File: src/rusc_pkg.sv
`timescale 1ns / 1ps
// ----------------------------------------------------------------------------
// Radial undistortion source coordinate: shared definitions
// Payload and configuration types, register indexes, fixed-point constants
// and the width functions that every stage derives its sizes from.
// ----------------------------------------------------------------------------
package rusc_pkg;

	// Widths of the fields on the ports.
	localparam int unsigned FIELD_BITS     = 12;
	localparam int unsigned CTR_BITS       = 16;
	localparam int unsigned K_BITS         = 32;
	localparam int unsigned SIZE_BITS      = 13;
	localparam int unsigned OUT_BITS       = 16;
	localparam int unsigned CFG_INDEX_BITS = 3;
	localparam int unsigned CFG_DATA_BITS  = 32;

	// Register indexes on the configuration port.
	localparam logic [CFG_INDEX_BITS-1:0] CFG_CENTER_X     = 3'd0;
	localparam logic [CFG_INDEX_BITS-1:0] CFG_CENTER_Y     = 3'd1;
	localparam logic [CFG_INDEX_BITS-1:0] CFG_RADIAL_K1    = 3'd2;
	localparam logic [CFG_INDEX_BITS-1:0] CFG_RADIAL_K2    = 3'd3;
	localparam logic [CFG_INDEX_BITS-1:0] CFG_IMAGE_WIDTH  = 3'd4;
	localparam logic [CFG_INDEX_BITS-1:0] CFG_IMAGE_HEIGHT = 3'd5;

	// Reset value of the image size registers.
	localparam logic [SIZE_BITS-1:0] SIZE_RESET = 13'd4096;

	// Fixed-point scaling: the factor holds one as 2^40, the k1 term drops
	// 16 bits, the k2 term drops 48 bits, and the final coordinate drops 44.
	localparam int unsigned UNITY_SHIFT  = 40;
	localparam int unsigned T1_SHIFT     = 16;
	localparam int unsigned T2_SHIFT     = 48;
	localparam int unsigned RESULT_SHIFT = 44;

	typedef struct packed {
		logic [FIELD_BITS-1:0] out_col;
		logic [FIELD_BITS-1:0] out_row;
	} pix_t;

	typedef struct packed {
		logic signed [OUT_BITS-1:0] src_col;
		logic signed [OUT_BITS-1:0] src_row;
		logic                       in_bounds;
	} coord_t;

	// Configuration as the datapath sees it: coefficients kept as
	// magnitude and sign.
	typedef struct packed {
		logic [CTR_BITS-1:0]  center_x;
		logic [CTR_BITS-1:0]  center_y;
		logic [K_BITS-1:0]    k1_mag;
		logic                 k1_neg;
		logic [K_BITS-1:0]    k2_mag;
		logic                 k2_neg;
		logic [SIZE_BITS-1:0] image_width;
		logic [SIZE_BITS-1:0] image_height;
	} cfg_t;

	function automatic int unsigned max2(input int unsigned a, input int unsigned b);
		return (a > b) ? a : b;
	endfunction

	// Magnitude of a position offset in 1/16 pixel.
	function automatic int unsigned dmag_bits(input int unsigned cb);
		return max2(cb + 4, CTR_BITS);
	endfunction

	// Squared radius, sum of two squares.
	function automatic int unsigned r_bits(input int unsigned cb);
		return 2 * dmag_bits(cb) + 1;
	endfunction

	function automatic int unsigned t1_bits(input int unsigned cb);
		return K_BITS + r_bits(cb) - T1_SHIFT;
	endfunction

	function automatic int unsigned t2_bits(input int unsigned cb);
		return 2 * r_bits(cb) + K_BITS - T2_SHIFT;
	endfunction

	// Signed width of the radial factor.
	function automatic int unsigned c_bits(input int unsigned cb);
		return max2(max2(t1_bits(cb), t2_bits(cb)), UNITY_SHIFT + 1) + 2;
	endfunction

	// Signed width of the unshifted coordinate.
	function automatic int unsigned v_bits(input int unsigned cb);
		return c_bits(cb) + dmag_bits(cb) + 2;
	endfunction

	// Signed width of the integer coordinate before saturation.
	function automatic int unsigned q_bits(input int unsigned cb);
		return v_bits(cb) - RESULT_SHIFT;
	endfunction

endpackage

File: src/rusc_out.sv
`timescale 1ns / 1ps
// ----------------------------------------------------------------------------
// Radial undistortion output stage
// Saturates both coordinates, checks them against the image size, and holds
// the result in an output register backed by one skid entry.
// ----------------------------------------------------------------------------
module rusc_out #(
	parameter int unsigned QW = 26
) (
	input  logic                  clk,
	input  logic                  arst_n,
	input  logic                  vld,
	input  logic [1:0][QW-1:0]    q,
	input  rusc_pkg::cfg_t        cfg,
	output logic                  advance,
	output logic                  coord_valid,
	input  logic                  coord_stall,
	output rusc_pkg::coord_t      coord
);

	localparam int unsigned OW = rusc_pkg::OUT_BITS;
	localparam logic [QW-1:0] SAT_HI = {{(QW-OW+1){1'b0}}, {(OW-1){1'b1}}};
	localparam logic [QW-1:0] SAT_LO = {{(QW-OW+1){1'b1}}, {(OW-1){1'b0}}};

	logic [1:0][OW-1:0]  sat;
	logic [1:0]          in_img;
	logic [1:0][OW-1:0]  limit;
	rusc_pkg::coord_t    res;

	// Saturation and the per-axis bounds test.
	always_comb begin
		limit[0] = OW'(cfg.image_width);
		limit[1] = OW'(cfg.image_height);
		for (int l = 0; l < 2; l++) begin
			if ($signed(q[l]) > $signed(SAT_HI)) begin
				sat[l] = SAT_HI[OW-1:0];
			end else if ($signed(q[l]) < $signed(SAT_LO)) begin
				sat[l] = SAT_LO[OW-1:0];
			end else begin
				sat[l] = q[l][OW-1:0];
			end
			in_img[l] = !sat[l][OW-1] && (sat[l] < limit[l]);
		end
		res.src_col   = sat[0];
		res.src_row   = sat[1];
		res.in_bounds = in_img[0] & in_img[1];
	end

	rusc_pkg::coord_t out_q, skid_q;
	logic             out_vld_q, skid_vld_q;
	logic             take;

	// The pipeline moves whenever the skid entry is free.
	assign advance = ~skid_vld_q;
	assign take    = out_vld_q & ~coord_stall;

	// Occupancy of the output register and the skid entry.
	always_ff @(posedge clk or negedge arst_n) begin
		if (!arst_n) begin
			out_vld_q  <= 1'b0;
			skid_vld_q <= 1'b0;
		end else begin
			if (!out_vld_q || take) begin
				out_vld_q <= skid_vld_q | (advance & vld);
			end
			if (skid_vld_q) begin
				if (take) begin
					skid_vld_q <= 1'b0;
				end
			end else if (advance && vld && out_vld_q && !take) begin
				skid_vld_q <= 1'b1;
			end
		end
	end

	// Result payloads; the skid entry drains first.
	always_ff @(posedge clk) begin
		if (!out_vld_q || take) begin
			out_q <= skid_vld_q ? skid_q : res;
		end
		if (!skid_vld_q) begin
			skid_q <= res;
		end
	end

	assign coord_valid = out_vld_q;
	assign coord       = out_q;

endmodule

File: config.mk
export PLATFORM = sky130hd
export DESIGN_NAME = rusc_out
export DESIGN_NICKNAME = d
export VERILOG_FILES = /design/src/rusc_pkg.sv /design/src/rusc_out.sv
export SDC_FILE = /design/constraint.sdc
export NUM_CORES = 1
export LEC_CHECK = 0
export BUFFER_PORTS_ARGS = -buffer_cell sky130_fd_sc_hd__buf_2
export CORE_MARGIN = 1.5
export CORE_UTILIZATION = 45
export DETAILED_ROUTE_END_ITERATION = 16
export GPL_ROUTABILITY_DRIVEN = 0
export PLACE_DENSITY = 0.85
export REMOVE_ABC_BUFFERS = 1
export SETUP_SLACK_MARGIN = 0.5
export SLEW_MARGIN = 30
export SYNTH_ARGS = -nofsm -noshare
export SYNTH_HDL_FRONTEND = slang
export SYNTH_SLANG_ARGS = --single-unit
File: constraint.sdc
create_clock -name clk -period 3.56 [get_ports clk]
set_input_delay 0.534 -clock clk [delete_from_list [all_inputs] [get_ports clk]]
set_output_delay 0.534 -clock clk [all_outputs]
set_load 0.02 [all_outputs]
==> impl_metrics.ini <==
[status]
status = completed

[timing]
timing.fmax_mhz = 327
whs_ns = 0.409
slew-limit-headroom = 0.564
timing.final.crit_share = 0.859
setup-tns-final_ns = 0
clock_skew_ns = 0.0117
period_needed_ns = 3.06
setup_ws_ns = 0.501
worst_slew_pin_slew_ns = 0.653
setup_viol = 0
rsz0062_at_grt = no
hold_violations = 0
finalMaxSlewViolations = 0

[power]
power.share.clock = 0.298
power_density_nw_per_um2 = 471
switching_power_uw = 536
leakage_nw = 1.95
power_frac_comb = 0.212
pwr-share-seq = 0.490
irDropWorstVdd_mv = 0.251
netSwitchingFraction = 0.266
internal_power_mw = 1.48

[logic_synthesis]
synth.largest_area_cell = edfxtp_1
netlist-cell-type-count = 47
yosys_most_used_dff = edfxtp_1
ys_seq_area_frac = 0.526
postSynthCellCount = 275
ys_warn_count = 0
yosys_register_bits = 68
netlist_area_um2 = 3230
async_flop_share = 0.0294
netlist.area_leader.share = 0.307
synth_area_per_cell_um2 = 11.8
synth_edf_count = 33
synth_area_leaders = edfxtp_1 (31%), dfxtp_1 (20%), ha_1 (9.3%)

[setup_path]
cp-start-kind = primary input
r2r-end = coord[4]
max_stage_delay_ns = 0.53
critPathCaptureType = flop
cp.arrival_ns = 3.12
cp.required_ns = 3.62
reg2reg_from = skid_vld_q
crit_end = coord[0]
crit_path_start = q[45]
cp_max_fo = 7
critPathKind = primary input to flop
crit_chain = buf_2 -> or4_4 -> nor4_4 -> buf_4 -> nor2_4 -> buf_4 -> o21a_1 -> ha_1 -> o211ai_1 -> a311oi_2 -> o211ai_2 -> a211oi_2 -> a311oi_2
cp_slowest_cell = or4_4
r2r_cells = 2
ff2ff_setup_slack_ns = 1.75

[global_routing]
grt_pass1_wl_um = 11000
antenna_found_initial = 1
grt_overflow = 0
grt_util_all_layers = 0.191
grt_pass1_vias = 2450
grt_max_degree = 35

[cts]
cts_buffers = 9
clock-root-buffer = clkbuf_8
cts.clk_slew.worst_paths_ns = 0.06
clk_latency_ns = 0.34
cts_tree = yes
clkSinkCount = 68
clock_path_buffers = 2
cts_max_level = 3

[routing]
wl_per_cell_um = 15.3
dr.pass1.iters = 4
routed_wl_um = 7760
final_antenna_net_count = 0
drt_iter0_markers = 71
vias_per_cell = 5.12
vias = 2590
route.detailed.drc = 0

[placed_design]
hpwlAfterDp_um = 5710
dpl_worst_slack_ns = 0.0723
numPortBuffers = 116

[die]
core_area_um2 = 6870
die_w_um = 87.8
rows = 30
io_pins = 215
initial_core_util = 0.471
dieArea_um2 = 7700
die_y_um = 87.8

[hold_path]
hold_path.class = primary input to flop

[layout]
insertedDiodeCount = 0
areaGrowthSynthToFinish_pct = 32.2
fin_nets = 609
drive_gt1_frac = 0.451

[run]
drv_cap = 0
[power by group through the flow]
stage          logic, mW  clock network (mW)  registers [mW]
2_1_floorplan      0.181                   0            1.07
3_3_place_gp       0.395                   0           0.998
3_5_place_dp       0.410                   0            1.00
4_1_cts            0.412               0.617           0.987
5_1_grt            0.467               0.648           0.999
6_report           0.427               0.600           0.987
[logic make-up (layout without fill, tap and decap cells)]
| kind of cell | count (synthesis) | in the layout | synth area share |
|---|---|---|---|
| AND/OR/NAND/NOR | 48 | 49 | 0.0886 |
| adder cells (fa/ha/maj) | 24 | 24 | 0.0929 |
| flip-flops | 68 | 68 | 0.526 |
| multiplexers | 27 | 27 | 0.0964 |
| AO/OA/AOI/OAI | 71 | 71 | 0.151 |
| buffers and inverters | 37 | 171 | 0.0453 |
[Yosys cell counts, types with 3 or more instances]
master and n:
nor2_1 7, edfxtp_1 33, nor4_1 4, o21ai_0 11
nor2b_1 5, inv_1 27, a21oi_1 12, nand2_1 12
clkbuf_1 6, o211ai_1 3, nand4_1 4, o21a_1 27
mux2_2 25, dfxtp_1 33, ha_1 24
[routing by layer]
layer / routed length (um) / track usage
met1: 3330 / 0.231
met2: 3760 / 0.316
met3: 515 / 0.0575
met4: 132 / 0.0823
met5: 12 / 0
[state kept, by name, indices dropped and copies added, names as in the netlist]
name	cells
coord	33
skid_vld_q	1
coord_valid	1
skid_q	33
[metrics by stage]
step           instance area [um^2]  power [mW]  instances   util
2_1_floorplan                  3190        1.25        266      -
3_3_place_gp                   3940        1.39        483  0.573
3_5_place_dp                   3940        1.41        483  0.573
4_1_cts                        4150        2.02        501  0.604
5_1_grt                        4280        2.11        506  0.622
6_report                       4280        2.01        506  0.622
[how the worst min path moves through the flow]
stage	from	end	slack, ns	cells past startpoint
after global routing	vld	coord_valid	0.43	3
final	vld	coord_valid	0.41	3
after CTS	vld	coord_valid	0.40	3
after detailed placement	arst_n	coord_valid	0.32	1
after floorplan	arst_n	coord_valid	0.24	0
after global placement	arst_n	coord_valid	0.32	1
[critical path, delay by kind of cell]
kind,cells,cell delay [ns]
compound gates,6,1.05
buf+inv,3,0.44
fa+ha+maj,1,0.28
simple gates,3,0.80
[layout make-up]
cell class | count | area (um^2)
clock inverter | 3 | 38.8
multi-input combinational | 171 | 1490
fill | 577 | 2590
tap | 96 | 120
clock buffer | 13 | 149
inverter | 28 | 105
timing repair buffer | 127 | 672
sequential | 68 | 1700
[cells in the final DEF (no fill, tap or decap), drive strengths merged, types with 4 or more instances in the layout]
| cell type | count |
|---|---|
| o211ai | 4 |
| o21ai | 11 |
| nor2b | 5 |
| clkbuf | 13 |
| edfxtp | 33 |
| o21a | 27 |
| nor2 | 9 |
| dfxtp | 33 |
| a21oi | 12 |
| nand4 | 4 |
| ha | 24 |
| buf | 126 |
| nand2 | 12 |
| inv | 28 |
| mux2 | 27 |
| nor4 | 5 |
[timing repair]
item                                   4_1_cts  5_1_grt
pin swaps                                    2       12
cloned                                       0        1
setup endpoints to repair                    1        2
hold buffers                                 1        0
resized for setup                            2       14
setup buffers                                1        4
endpoints found under the hold margin        2        0
Power figures use the tool's default switching activity.
