<file path="config.mk">
export PLATFORM = sky130hd
export DESIGN_NAME = rusc_cfg
export DESIGN_NICKNAME = d
export VERILOG_FILES = /design/src/rusc_pkg.sv /design/src/rusc_cfg.sv
export SDC_FILE = /design/constraint.sdc
export NUM_CORES = 1
export LEC_CHECK = 0
export BUFFER_PORTS_ARGS = -buffer_cell sky130_fd_sc_hd__buf_4
export CORE_AREA = 2 2 96 121
export CTS_CLUSTER_SIZE = 14
export DETAILED_ROUTE_END_ITERATION = 12
export DIE_AREA = 0 0 98 123
export MAX_ROUTING_LAYER = met4
export PLACE_DENSITY_LB_ADDON = 0.3
export SLEW_MARGIN = 20
export SYNTH_ARGS = -nofsm -noshare
export SYNTH_HDL_FRONTEND = slang
export SYNTH_SLANG_ARGS = --single-unit
</file>
<file path="constraint.sdc">
create_clock -name clk -period 0.84 [get_ports clk]
set_input_delay 0.042 -clock clk [delete_from_list [all_inputs] [get_ports clk]]
set_output_delay 0.042 -clock clk [all_outputs]
set_load 0.02 [all_outputs]
</file>
<file path="src/rusc_pkg.sv">
`timescale 1ns / 1ps
// ----------------------------------------------------------------------------
// Radial undistortion source coordinate: shared definitions
// Payload and configuration types, register indexes, fixed-point constants
// and the width functions that every stage derives its sizes from.
// ----------------------------------------------------------------------------
package rusc_pkg;

	// Widths of the fields on the ports.
	localparam int unsigned FIELD_BITS     = 12;
	localparam int unsigned CTR_BITS       = 16;
	localparam int unsigned K_BITS         = 32;
	localparam int unsigned SIZE_BITS      = 13;
	localparam int unsigned OUT_BITS       = 16;
	localparam int unsigned CFG_INDEX_BITS = 3;
	localparam int unsigned CFG_DATA_BITS  = 32;

	// Register indexes on the configuration port.
	localparam logic [CFG_INDEX_BITS-1:0] CFG_CENTER_X     = 3'd0;
	localparam logic [CFG_INDEX_BITS-1:0] CFG_CENTER_Y     = 3'd1;
	localparam logic [CFG_INDEX_BITS-1:0] CFG_RADIAL_K1    = 3'd2;
	localparam logic [CFG_INDEX_BITS-1:0] CFG_RADIAL_K2    = 3'd3;
	localparam logic [CFG_INDEX_BITS-1:0] CFG_IMAGE_WIDTH  = 3'd4;
	localparam logic [CFG_INDEX_BITS-1:0] CFG_IMAGE_HEIGHT = 3'd5;

	// Reset value of the image size registers.
	localparam logic [SIZE_BITS-1:0] SIZE_RESET = 13'd4096;

	// Fixed-point scaling: the factor holds one as 2^40, the k1 term drops
	// 16 bits, the k2 term drops 48 bits, and the final coordinate drops 44.
	localparam int unsigned UNITY_SHIFT  = 40;
	localparam int unsigned T1_SHIFT     = 16;
	localparam int unsigned T2_SHIFT     = 48;
	localparam int unsigned RESULT_SHIFT = 44;

	typedef struct packed {
		logic [FIELD_BITS-1:0] out_col;
		logic [FIELD_BITS-1:0] out_row;
	} pix_t;

	typedef struct packed {
		logic signed [OUT_BITS-1:0] src_col;
		logic signed [OUT_BITS-1:0] src_row;
		logic                       in_bounds;
	} coord_t;

	// Configuration as the datapath sees it: coefficients kept as
	// magnitude and sign.
	typedef struct packed {
		logic [CTR_BITS-1:0]  center_x;
		logic [CTR_BITS-1:0]  center_y;
		logic [K_BITS-1:0]    k1_mag;
		logic                 k1_neg;
		logic [K_BITS-1:0]    k2_mag;
		logic                 k2_neg;
		logic [SIZE_BITS-1:0] image_width;
		logic [SIZE_BITS-1:0] image_height;
	} cfg_t;

	function automatic int unsigned max2(input int unsigned a, input int unsigned b);
		return (a > b) ? a : b;
	endfunction

	// Magnitude of a position offset in 1/16 pixel.
	function automatic int unsigned dmag_bits(input int unsigned cb);
		return max2(cb + 4, CTR_BITS);
	endfunction

	// Squared radius, sum of two squares.
	function automatic int unsigned r_bits(input int unsigned cb);
		return 2 * dmag_bits(cb) + 1;
	endfunction

	function automatic int unsigned t1_bits(input int unsigned cb);
		return K_BITS + r_bits(cb) - T1_SHIFT;
	endfunction

	function automatic int unsigned t2_bits(input int unsigned cb);
		return 2 * r_bits(cb) + K_BITS - T2_SHIFT;
	endfunction

	// Signed width of the radial factor.
	function automatic int unsigned c_bits(input int unsigned cb);
		return max2(max2(t1_bits(cb), t2_bits(cb)), UNITY_SHIFT + 1) + 2;
	endfunction

	// Signed width of the unshifted coordinate.
	function automatic int unsigned v_bits(input int unsigned cb);
		return c_bits(cb) + dmag_bits(cb) + 2;
	endfunction

	// Signed width of the integer coordinate before saturation.
	function automatic int unsigned q_bits(input int unsigned cb);
		return v_bits(cb) - RESULT_SHIFT;
	endfunction

endpackage

</file>
<file path="src/rusc_cfg.sv">
`timescale 1ns / 1ps
// ----------------------------------------------------------------------------
// Radial undistortion configuration registers
// Holds the six registers; the coefficients are stored as magnitude and
// sign so that the datapath multiplies unsigned values.
// ----------------------------------------------------------------------------
module rusc_cfg (
	input  logic                                   clk,
	input  logic                                   arst_n,
	input  logic                                   cfg_valid,
	output logic                                   cfg_ready,
	input  logic [rusc_pkg::CFG_INDEX_BITS-1:0]    cfg_index,
	input  logic [rusc_pkg::CFG_DATA_BITS-1:0]     cfg_data,
	output rusc_pkg::cfg_t                         cfg
);

	rusc_pkg::cfg_t                      cfg_q;
	logic                                wr_en;
	logic [rusc_pkg::K_BITS-1:0]         k_mag;

	// The register file takes a write in every cycle.
	assign cfg_ready = 1'b1;
	assign wr_en     = cfg_valid & cfg_ready;

	// Magnitude of a two's complement coefficient; the most negative value
	// maps onto 2^31, which still fits the unsigned field.
	assign k_mag = cfg_data[rusc_pkg::K_BITS-1] ?
		(~cfg_data[rusc_pkg::K_BITS-1:0] + rusc_pkg::K_BITS'(1)) :
		cfg_data[rusc_pkg::K_BITS-1:0];

	// Register writes; unknown indexes are dropped.
	always_ff @(posedge clk or negedge arst_n) begin
		if (!arst_n) begin
			cfg_q.center_x     <= '0;
			cfg_q.center_y     <= '0;
			cfg_q.k1_mag       <= '0;
			cfg_q.k1_neg       <= 1'b0;
			cfg_q.k2_mag       <= '0;
			cfg_q.k2_neg       <= 1'b0;
			cfg_q.image_width  <= rusc_pkg::SIZE_RESET;
			cfg_q.image_height <= rusc_pkg::SIZE_RESET;
		end else if (wr_en) begin
			unique case (cfg_index)
				rusc_pkg::CFG_CENTER_X: begin
					cfg_q.center_x <= cfg_data[rusc_pkg::CTR_BITS-1:0];
				end
				rusc_pkg::CFG_CENTER_Y: begin
					cfg_q.center_y <= cfg_data[rusc_pkg::CTR_BITS-1:0];
				end
				rusc_pkg::CFG_RADIAL_K1: begin
					cfg_q.k1_mag <= k_mag;
					cfg_q.k1_neg <= cfg_data[rusc_pkg::K_BITS-1];
				end
				rusc_pkg::CFG_RADIAL_K2: begin
					cfg_q.k2_mag <= k_mag;
					cfg_q.k2_neg <= cfg_data[rusc_pkg::K_BITS-1];
				end
				rusc_pkg::CFG_IMAGE_WIDTH: begin
					cfg_q.image_width <= cfg_data[rusc_pkg::SIZE_BITS-1:0];
				end
				rusc_pkg::CFG_IMAGE_HEIGHT: begin
					cfg_q.image_height <= cfg_data[rusc_pkg::SIZE_BITS-1:0];
				end
				default: begin
				end
			endcase
		end
	end

	assign cfg = cfg_q;

endmodule

</file>
==> results.sh <==
export IMPL_outcome="finished, violations left"
export IMPL_violations="setup timing"
export IMPL_crit_type="in -> reg"
export IMPL_clk_path_buf_depth=2
export IMPL_slew_viol_final=0
export IMPL_grt_use_met1_pct=38.81
export IMPL_die_height_um=123
export IMPL_crit_path_max_fanout=4
export IMPL_drt_iter0_markers=418
export IMPL_hold_path_startpoint="cfg_data[0]"
export IMPL_powerDensity_nw_per_um2=2512
export IMPL_ys_flop_type="dfrtp_1"
export IMPL_cp_end_kind="flop"
export IMPL_critPathLaunch="cfg_data[17]"
export IMPL_synthTopCellsByCount="dfrtp_1, nand2_1, o21ai_0"
export IMPL_irDropWorstVdd_v=0.001950
export IMPL_grt_pass1_wl_mm=29.50
export IMPL_fin_nets=826
export IMPL_htreeDepth=4
export IMPL_initial_core_util_pct=48.85
export IMPL_syn_inst=455
export IMPL_use_met3_pct=7.631
export IMPL_r2r_end="cfg[93]$_DFFE_PN0P_"
export IMPL_drcViolationCount=0
export IMPL_reg2reg_from="cfg[93]$_DFFE_PN0P_"
export IMPL_gp_congestion=0.8621
export IMPL_grt_total_usage_pct=32.78
export IMPL_synth_seq_cells=124
export IMPL_grt_overflow=0
export IMPL_clkTransAtPathRegs_ns=0.06
export IMPL_synthToLayoutAreaGrowth_pct=87.31
export IMPL_viasPerCell=5.830
export IMPL_numCtsBuffers=17
export IMPL_rr_worst_depth=2
export IMPL_final_antenna_net_count=0
export IMPL_die_x_um=98
export IMPL_setup_viol=210
export IMPL_tritoncts="done"
export IMPL_worst_setup_path_start_kind="input port"
export IMPL_crit_path_end="cfg[50]$_DFFE_PN0P_"
export IMPL_synth_top_cell_by_area="dfrtp_1"
export IMPL_cts_sinks=124
export IMPL_synth_top_cell_area_share_pct=57.22
export IMPL_antenna_found_initial=1
export IMPL_synth_area_um2=5335
export IMPL_power_mw=25.11
export IMPL_cp_data_required_time_ns=1.16
export IMPL_cts_root_buf="clkbuf_16"
export IMPL_core_area_um2=10920
export IMPL_p_leak_nw=4.853
export IMPL_grtUsageMet2_pct=54.71
export IMPL_final_hold_violation_count=0
export IMPL_clock_latency_ns=0.42
export IMPL_placed_cells=805
export IMPL_fmax_mhz=732.7
export IMPL_worst_slack_ns=-0.5248
export IMPL_vias=5457
export IMPL_period_needed_ns=1.365
export IMPL_dpl_hpwl_mm=10.96
export IMPL_hold_ws_ns=0.008671
export IMPL_synth_most_common_cell="dfrtp_1"
export IMPL_syn_area_per_cell_um2=11.73
export IMPL_ys_seq_area_share_pct=58.21
export IMPL_die_area_um2=12050
export IMPL_wl_per_cell_um=24.16
export IMPL_grt_pass1_vias=5405
export IMPL_fin_tns_setup_ns=-40.11
export IMPL_boundaryPins=163
export IMPL_grt_max_degree=36
export IMPL_layoutNonFillerInstCount=936
export IMPL_syn_num_nets=494
export IMPL_routed_wl_mm=22.61
export IMPL_synthArstFlopShare_pct=100.0
export IMPL_grt_busiest_layer="met2"
export IMPL_largest_reg_flops=124
export IMPL_arrival_ns=1.68
export IMPL_dr_pass1_iters=6
export IMPL_ys_warn_count=0
export IMPL_drive_above_1_share_pct=60.50
export IMPL_finClkSkew_ns=0
export IMPL_max_cap_violations=0
export IMPL_port_buffers=161
export IMPL_period_share_pct=162.5
export IMPL_fin_util_pct=91.50
export IMPL_rsz0062_at_grt="true"
export IMPL_ys_types=45
export IMPL_num_rows=43
export IMPL_ys_top_cells_by_area="dfrtp_1, mux2_2, o21ai_0"
export IMPL_synth_edff_count=0
export IMPL_hp_class="in -> reg"
export IMPL_reg2reg_setup_slack_ns=-0.13
## cells in the final DEF (no fill, tap or decap), types with 3 or more instances in the layout
master	synthesis	final
buf_12	0	18
buf_4	1	159
buf_6	2	161
buf_8	0	4
bufinv_16	0	4
clkbuf_1	21	6
clkbuf_16	0	17
clkinv_2	0	4
dfrtp_1	122	122
mux2_2	58	13
mux2_4	0	45
nand2_1	76	71
nand2_2	1	4
nand3_2	2	3
nand3b_1	3	3
nor2_1	7	4
nor2_4	0	3
nor4_4	3	5
o21ai_0	63	21
o21ai_1	6	46
o31ai_1	12	4
o31ai_2	0	5
o31ai_4	0	3
o41ai_4	0	4
xor2_1	25	18
xor2_2	0	7
## how the worst min path moves through the flow
stage                           end  slack [ns]  cells past startpoint
2_1_floorplan    cfg[0]$_DFFE_PN0P_       -0.25                      0
3_3_place_gp    cfg[57]$_DFFE_PN0P_       0.006                      1
3_5_place_dp    cfg[88]$_DFFE_PN0P_       0.003                      1
4_1_cts         cfg[24]$_DFFE_PN0P_      0.0008                      3
5_1_grt        cfg[122]$_DFFE_PN0P_        0.02                      3
6_report        cfg[92]$_DFFE_PN0P_       0.009                      3
## layer usage
metal,vias to the layer above,share of wire [%]
met5,-,0
met4,0,3.8
met3,88,8.0
met2,362,52
met1,2760,36
li1,2247,-
## worst max-delay path, cell delays in order
cell and delay (ns):
buf_8 0.10, nor4_4 0.29, buf_4 0.19, buf_6 0.10, nand3b_1 0.11, o311ai_1 0.38, o21ai_1 0.18, o31ai_1 0.28
## cells by family after synthesis
group | synth area share, %
flops | 58.21
simple gates | 11.30
xor+xnor | 4.268
buf+inv | 2.885
fa+ha+maj | 0.2345
mux | 12.43
compound gates | 10.60
other cells | 0.07029
## power by group
part	internal [mW]	switching (mW)
logic	4.85	4.01
registers	7.26	1.18
clock network	5.03	2.77
total	17.1	7.97
## area by class of cell
class	instances	area (µm²)
antenna	1	2.502
clock buffer	24	461.7
clock inverter	8	140.1
fill	364	928.4
inverter	2	32.53
multi-input combinational	298	2635
sequential	124	3105
tap	135	168.9
timing repair buffer	344	3447
## timing repair
| item | CTS | global route |
|---|---|---|
| pin swaps | 46 | 36 |
| setup endpoints to repair | 180 | 215 |
| buffers inserted | 61 | 35 |
| hold buffers | 2 | 0 |
| cloned | 1 | 0 |
| hold endpoints to repair | 128 | 0 |
| resized for setup | 209 | 56 |
## per-stage QoR
step                      setup slack [ns]  area, µm²
final                              -0.5248       9993
after global routing               -0.5973       9993
after CTS                          -0.3214       9512
after detailed placement           -0.8732       7670
after global placement             -0.8235       7670
after floorplan                    -0.5524       5747
Note: power is estimated with default switching activity, not from simulation.
