<file path="src/rusc_pkg.sv">
`timescale 1ns / 1ps
// ----------------------------------------------------------------------------
// Radial undistortion source coordinate: shared definitions
// Payload and configuration types, register indexes, fixed-point constants
// and the width functions that every stage derives its sizes from.
// ----------------------------------------------------------------------------
package rusc_pkg;

	// Widths of the fields on the ports.
	localparam int unsigned FIELD_BITS     = 12;
	localparam int unsigned CTR_BITS       = 16;
	localparam int unsigned K_BITS         = 32;
	localparam int unsigned SIZE_BITS      = 13;
	localparam int unsigned OUT_BITS       = 16;
	localparam int unsigned CFG_INDEX_BITS = 3;
	localparam int unsigned CFG_DATA_BITS  = 32;

	// Register indexes on the configuration port.
	localparam logic [CFG_INDEX_BITS-1:0] CFG_CENTER_X     = 3'd0;
	localparam logic [CFG_INDEX_BITS-1:0] CFG_CENTER_Y     = 3'd1;
	localparam logic [CFG_INDEX_BITS-1:0] CFG_RADIAL_K1    = 3'd2;
	localparam logic [CFG_INDEX_BITS-1:0] CFG_RADIAL_K2    = 3'd3;
	localparam logic [CFG_INDEX_BITS-1:0] CFG_IMAGE_WIDTH  = 3'd4;
	localparam logic [CFG_INDEX_BITS-1:0] CFG_IMAGE_HEIGHT = 3'd5;

	// Reset value of the image size registers.
	localparam logic [SIZE_BITS-1:0] SIZE_RESET = 13'd4096;

	// Fixed-point scaling: the factor holds one as 2^40, the k1 term drops
	// 16 bits, the k2 term drops 48 bits, and the final coordinate drops 44.
	localparam int unsigned UNITY_SHIFT  = 40;
	localparam int unsigned T1_SHIFT     = 16;
	localparam int unsigned T2_SHIFT     = 48;
	localparam int unsigned RESULT_SHIFT = 44;

	typedef struct packed {
		logic [FIELD_BITS-1:0] out_col;
		logic [FIELD_BITS-1:0] out_row;
	} pix_t;

	typedef struct packed {
		logic signed [OUT_BITS-1:0] src_col;
		logic signed [OUT_BITS-1:0] src_row;
		logic                       in_bounds;
	} coord_t;

	// Configuration as the datapath sees it: coefficients kept as
	// magnitude and sign.
	typedef struct packed {
		logic [CTR_BITS-1:0]  center_x;
		logic [CTR_BITS-1:0]  center_y;
		logic [K_BITS-1:0]    k1_mag;
		logic                 k1_neg;
		logic [K_BITS-1:0]    k2_mag;
		logic                 k2_neg;
		logic [SIZE_BITS-1:0] image_width;
		logic [SIZE_BITS-1:0] image_height;
	} cfg_t;

	function automatic int unsigned max2(input int unsigned a, input int unsigned b);
		return (a > b) ? a : b;
	endfunction

	// Magnitude of a position offset in 1/16 pixel.
	function automatic int unsigned dmag_bits(input int unsigned cb);
		return max2(cb + 4, CTR_BITS);
	endfunction

	// Squared radius, sum of two squares.
	function automatic int unsigned r_bits(input int unsigned cb);
		return 2 * dmag_bits(cb) + 1;
	endfunction

	function automatic int unsigned t1_bits(input int unsigned cb);
		return K_BITS + r_bits(cb) - T1_SHIFT;
	endfunction

	function automatic int unsigned t2_bits(input int unsigned cb);
		return 2 * r_bits(cb) + K_BITS - T2_SHIFT;
	endfunction

	// Signed width of the radial factor.
	function automatic int unsigned c_bits(input int unsigned cb);
		return max2(max2(t1_bits(cb), t2_bits(cb)), UNITY_SHIFT + 1) + 2;
	endfunction

	// Signed width of the unshifted coordinate.
	function automatic int unsigned v_bits(input int unsigned cb);
		return c_bits(cb) + dmag_bits(cb) + 2;
	endfunction

	// Signed width of the integer coordinate before saturation.
	function automatic int unsigned q_bits(input int unsigned cb);
		return v_bits(cb) - RESULT_SHIFT;
	endfunction

endpackage

</file>
<file path="src/rusc_scale.sv">
`timescale 1ns / 1ps
// ----------------------------------------------------------------------------
// Radial undistortion axis scaling
// Stages ten to thirteen for both axes side by side: factor times offset,
// principal point added back, truncation toward zero to whole pixels.
// ----------------------------------------------------------------------------
module rusc_scale #(
	parameter int unsigned COORD_BITS = 12
) (
	input  logic                                             clk,
	input  logic                                             arst_n,
	input  logic                                             advance,
	input  logic                                             vld_in,
	input  logic [rusc_pkg::c_bits(COORD_BITS)-1:0]          c_mag,
	input  logic                                             c_neg,
	input  logic [2*(rusc_pkg::dmag_bits(COORD_BITS)+1)-1:0] d,
	input  rusc_pkg::cfg_t                                   cfg,
	output logic                                             vld,
	output logic [1:0][rusc_pkg::q_bits(COORD_BITS)-1:0]     q
);

	localparam int unsigned DMW = rusc_pkg::dmag_bits(COORD_BITS);
	localparam int unsigned DSW = DMW + 1;
	localparam int unsigned CW  = rusc_pkg::c_bits(COORD_BITS);
	localparam int unsigned CLW = (CW + 1) / 2;
	localparam int unsigned CHW = CW - CLW;
	localparam int unsigned PPW = CW + DMW;
	localparam int unsigned VW  = rusc_pkg::v_bits(COORD_BITS);
	localparam int unsigned QW  = rusc_pkg::q_bits(COORD_BITS);
	localparam int unsigned RS  = rusc_pkg::RESULT_SHIFT;

	// Lane zero is the column, lane one the row.
	logic [1:0][DMW-1:0]                d_mag;
	logic [1:0]                         d_neg;
	logic [1:0][rusc_pkg::CTR_BITS-1:0] ctr;

	always_comb begin
		for (int l = 0; l < 2; l++) begin
			d_mag[l] = d[l*DSW +: DMW];
			d_neg[l] = d[l*DSW + DMW];
		end
		ctr[0] = cfg.center_x;
		ctr[1] = cfg.center_y;
	end

	logic vld_s10, vld_s11, vld_s12, vld_s13;

	always_ff @(posedge clk or negedge arst_n) begin
		if (!arst_n) begin
			vld_s10 <= 1'b0;
			vld_s11 <= 1'b0;
			vld_s12 <= 1'b0;
			vld_s13 <= 1'b0;
		end else if (advance) begin
			vld_s10 <= vld_in;
			vld_s11 <= vld_s10;
			vld_s12 <= vld_s11;
			vld_s13 <= vld_s12;
		end
	end

	// Stage ten: the factor magnitude in two halves times each offset.
	logic [1:0][CLW+DMW-1:0] plo_s10;
	logic [1:0][CHW+DMW-1:0] phi_s10;
	logic [1:0]              neg_s10;

	always_ff @(posedge clk) begin
		if (advance) begin
			for (int l = 0; l < 2; l++) begin
				plo_s10[l] <= c_mag[CLW-1:0] * d_mag[l];
				phi_s10[l] <= c_mag[CW-1:CLW] * d_mag[l];
				neg_s10[l] <= c_neg ^ d_neg[l];
			end
		end
	end

	// Stage eleven: join the halves into the product magnitude.
	logic [1:0][PPW-1:0] p_s11;
	logic [1:0]          neg_s11;

	always_ff @(posedge clk) begin
		if (advance) begin
			for (int l = 0; l < 2; l++) begin
				p_s11[l]   <= (PPW'(phi_s10[l]) << CLW) + PPW'(plo_s10[l]);
				neg_s11[l] <= neg_s10[l];
			end
		end
	end

	// Stage twelve: apply the sign and add the principal point in 2^-44.
	logic [1:0][VW-1:0] p_x;
	logic [1:0][VW-1:0] v_s12;

	always_comb begin
		for (int l = 0; l < 2; l++) begin
			p_x[l] = VW'(p_s11[l]);
		end
	end

	always_ff @(posedge clk) begin
		if (advance) begin
			for (int l = 0; l < 2; l++) begin
				v_s12[l] <= (neg_s11[l] ? ~p_x[l] : p_x[l]) + VW'(neg_s11[l]) +
					(VW'(ctr[l]) << rusc_pkg::UNITY_SHIFT);
			end
		end
	end

	// Stage thirteen: drop the fraction, rounding negative values up so the
	// result truncates toward zero.
	logic [1:0][QW-1:0] q_s13;

	always_ff @(posedge clk) begin
		if (advance) begin
			for (int l = 0; l < 2; l++) begin
				q_s13[l] <= v_s12[l][VW-1:RS] +
					QW'(v_s12[l][VW-1] & (|v_s12[l][RS-1:0]));
			end
		end
	end

	assign vld = vld_s13;
	assign q   = q_s13;

endmodule

</file>
<file path="config.mk">
export PLATFORM = sky130hd
export DESIGN_NAME = rusc_scale
export DESIGN_NICKNAME = d
export VERILOG_FILES = /design/src/rusc_pkg.sv /design/src/rusc_scale.sv
export SDC_FILE = /design/constraint.sdc
export NUM_CORES = 2
export LEC_CHECK = 0
export ABC_CLOCK_PERIOD_IN_PS = 14700
export BUFFER_PORTS_ARGS = -buffer_cell sky130_fd_sc_hd__buf_2
export CAP_MARGIN = 40
export CORE_MARGIN = 2
export CORE_UTILIZATION = 45
export DETAILED_ROUTE_END_ITERATION = 8
export PLACE_DENSITY = 0.65
export SLEW_MARGIN = 20
export SYNTH_ARGS = -nofsm -noshare
export SYNTH_HDL_FRONTEND = slang
export SYNTH_SLANG_ARGS = --single-unit
export TNS_END_PERCENT = 5
</file>
<file path="constraint.sdc">
create_clock -name clk -period 14.7 [get_ports clk]
set_clock_uncertainty 0.05 [all_clocks]
set_input_delay 2.94 -clock clk [delete_from_list [all_inputs] [get_ports clk]]
set_output_delay 2.94 -clock clk [all_outputs]
set_load 0.01 [all_outputs]
</file>
==> impl_metrics.py <==
metrics = {
    "outcome": {
        "status": "finished clean",
    },
    "clock_network": {
        "holdBufCountCts": 0,
        "cts.sinks": 504,
        "clockBufferDepth": 3,
        "tritoncts.num_buffers": 52,
        "clkLatencyLatePin_ps": 620,
        "cts_tree": "yes",
        "cts_max_level": 2,
        "clockRootBuffer": "clkbuf_16",
        "clk_pin_slew_ps": 60,
        "cts_resized": 0,
        "postCtsSetupBuffers": 0,
    },
    "logic_synthesis": {
        "syn_nets": 10400,
        "ys_types": 85,
        "avgSynthCellArea_um2": 9.48,
        "synth_edf_count": 500,
        "mappedNetlistArea_um2": 78700,
        "ys_seq_area_frac": 0.192,
        "async_reset_ff_frac": 0.00794,
        "synth_ff_type": "edfxtp_1",
        "yosysWarnings": 0,
        "synthCells": 8304,
        "synth_seq_cells": 504,
    },
    "placed_design": {
        "numPortBuffers": 175,
        "dp_hpwl_um": 145000,
        "gp_congestion": 0.897,
    },
    "critical_path": {
        "worstRegToRegCells": 14,
        "slowest_stage": "fa_1",
        "worstSetupStartpointType": "input port",
        "critPathMostFrequentCell": "fa_1",
        "crit_family": "adder cells",
        "path_depth": 25,
        "r2r_slack_ps": 9440,
        "critPathKind": "in2reg",
        "required_ps": 15020,
        "reg2reg_from": "neg_s11[1]",
        "crit_arrival_ps": 10190,
        "cp_max_fo": 29,
        "startpoint": "d[8]",
        "max_stage_delay_ps": 530,
        "critical_path.endpoint_type": "flop",
        "rr_endpoint": "v_s12[138]",
        "path_buf_inv": 7,
        "cp-endpoint": "plo_s10[39]",
    },
    "global_routing": {
        "grt_use_total": 0.222,
        "grt_max_degree": 200,
        "grt_pass1_vias": 59900,
        "antenna_found_initial": 43,
        "overflow": 0,
        "grt_pass1_wl_um": 320000,
    },
    "finish": {
        "syn_to_final_growth_pct": 6.00,
        "fillerInstances": 16300,
        "nNetsFinal": 10200,
        "drive_gt1_frac": 0.0452,
    },
    "sta": {
        "slew_headroom": 0.277,
        "slew_violations": 0,
        "tns_ps": 0,
        "setup_viol": 0,
        "hold_violations": 0,
        "fmax_mhz": 101,
        "fin_crit_ps": 9870,
        "fin_crit_sh": 0.671,
        "rsz0062_at_grt": "no",
        "worst_pin_slew_ps": 1080,
    },
    "worst_hold_path": {
        "hold_class": "reg2reg",
    },
    "floorplan": {
        "coreArea_um2": 174000,
        "die-area_um2": 178000,
        "initial_core_util": 0.453,
        "die_y_um": 422,
        "die_w_um": 422,
        "io_pins": 268,
        "rows": 153,
    },
    "routing": {
        "wl_um": 193000,
        "viasPerCell": 5.32,
        "drtAntennaViolNets": 0,
        "dr.first_iter.drc_count": 4103,
        "remaining_drc_errors": 0,
        "dr.pass1.iters": 6,
        "wl_per_cell_um": 18.4,
        "via_count": 56000,
    },
    "run": {
        "drv_cap": 0,
    },
}
-- kinds of logic after synthesis --
logic type | Yosys count | synth area share
AND/OR/NAND/NOR | 2667 | 0.169
buffers and inverters | 2003 | 0.0958
adder cells (fa/ha/maj) | 1868 | 0.425
AO/OA/AOI/OAI | 753 | 0.0614
flip-flops | 504 | 0.192
XOR/XNOR | 484 | 0.0539
multiplexers | 25 | 0.00337
-- state kept, by name (all words and copies together), names as in the netlist --
register  count
q            52
v_s12       140
plo_s10      84
vld_s11       1
phi_s10      84
p_s11       136
vld           1
vld_s10       1
neg_s11       2
vld_s12       1
neg_s10       2
-- synthesized netlist by cell type (all sizes together), types with 11 or more instances --
master  number  share of area
xor2       167          0.019
mux2        12         0.0017
edfxtp     500           0.19
a21o       141          0.013
nor3b       16         0.0015
or3         33         0.0026
nor3        63         0.0040
mux2i       13         0.0017
and4        16         0.0018
a31oi       32         0.0025
fa        1338           0.34
nor4b       11         0.0012
nand4       64         0.0051
o22ai       26         0.0022
nor2       195         0.0093
nor4        39         0.0032
and3        59         0.0047
inv       1553          0.074
o211ai      16         0.0015
ha         530          0.084
buf         30         0.0016
o21a        32         0.0031
and2       738          0.059
nand2b      57         0.0046
nand4b      11         0.0014
a21oi      262          0.017
o31ai       14         0.0014
nand2     1183          0.056
clkbuf     420          0.020
nand3b      14         0.0013
o21ai      103         0.0066
nor2b       36         0.0029
o21bai      22         0.0021
nand3       99         0.0063
xnor2      317          0.035
-- through the flow --
| stage | cell area [um2] | utilization | setup WS [ps] | hold WS (ps) | cells |
|---|---|---|---|---|---|
| floorplan | 78700 | - | 5360 | 350 | 8304 |
| global placement | 81200 | 0.467 | 4270 | 354 | 10400 |
| detailed placement | 81400 | 0.468 | 4250 | 355 | 10400 |
| CTS | 83100 | 0.478 | 4900 | 360 | 10500 |
| global route | 83400 | 0.480 | 4530 | 364 | 10500 |
| finish | 83400 | 0.480 | 4830 | 363 | 10500 |
-- routing by layer --
metal | part of all wire | track usage | vias to the layer above
met4 | 0.030 | 0.0708 | 28
met2 | 0.48 | 0.373 | 1557
met1 | 0.44 | 0.301 | 28600
met3 | 0.053 | 0.0250 | 326
li1 | - | - | 25500
met5 | 0.00087 | 0 | -
-- worst min path at each step --
| stage | startpoint | end | cells after the start |
|---|---|---|---|
| 6_report | plo_s10[43] | p_s11[69] | 0 |
| 2_1_floorplan | neg_s10[0] | neg_s11[0] | 0 |
| 4_1_cts | plo_s10[45] | p_s11[71] | 0 |
| 5_1_grt | plo_s10[21] | p_s11[21] | 0 |
| 3_3_place_gp | plo_s10[20] | p_s11[20] | 0 |
| 3_5_place_dp | plo_s10[60] | p_s11[86] | 0 |
-- layout by cell type, fill, tap and decap left out, types with 14 or more instances in the layout --
cell type,instances
xnor2_1,317
nand4_1,64
o22ai_1,25
xor2_1,167
nor2_1,195
a31oi_1,32
nand3_1,99
edfxtp_1,500
or3_1,33
nor3_1,63
inv_1,1553
o21ai_0,103
nand3b_1,14
o211ai_1,16
and3_1,59
and2_1,738
buf_2,175
nor2b_1,36
nor4_1,38
nand2b_1,56
nor3b_1,16
fa_1,1338
o21bai_1,22
buf_4,51
nand2_1,1183
o21a_1,32
and4_1,16
a21o_1,141
buf_12,14
ha_1,530
diode_2,14
a21oi_1,262
clkbuf_16,53
-- final cells by class --
class / count / area [um2] / area share
multi-input cells: 5797 / 56000 / 0.672
flip-flops and latches: 504 / 15100 / 0.181
inverters: 1553 / 5830 / 0.0699
well taps: 2325 / 2910 / 0.0349
repair buffers: 251 / 1770 / 0.0212
clock buffers: 62 / 1360 / 0.0163
clock inverters: 34 / 355 / 0.00426
diodes: 14 / 35.0 / 0.000420
Power is not shown: default switching activity piles up to over one toggle a cycle in this logic, so the estimate is an artifact.
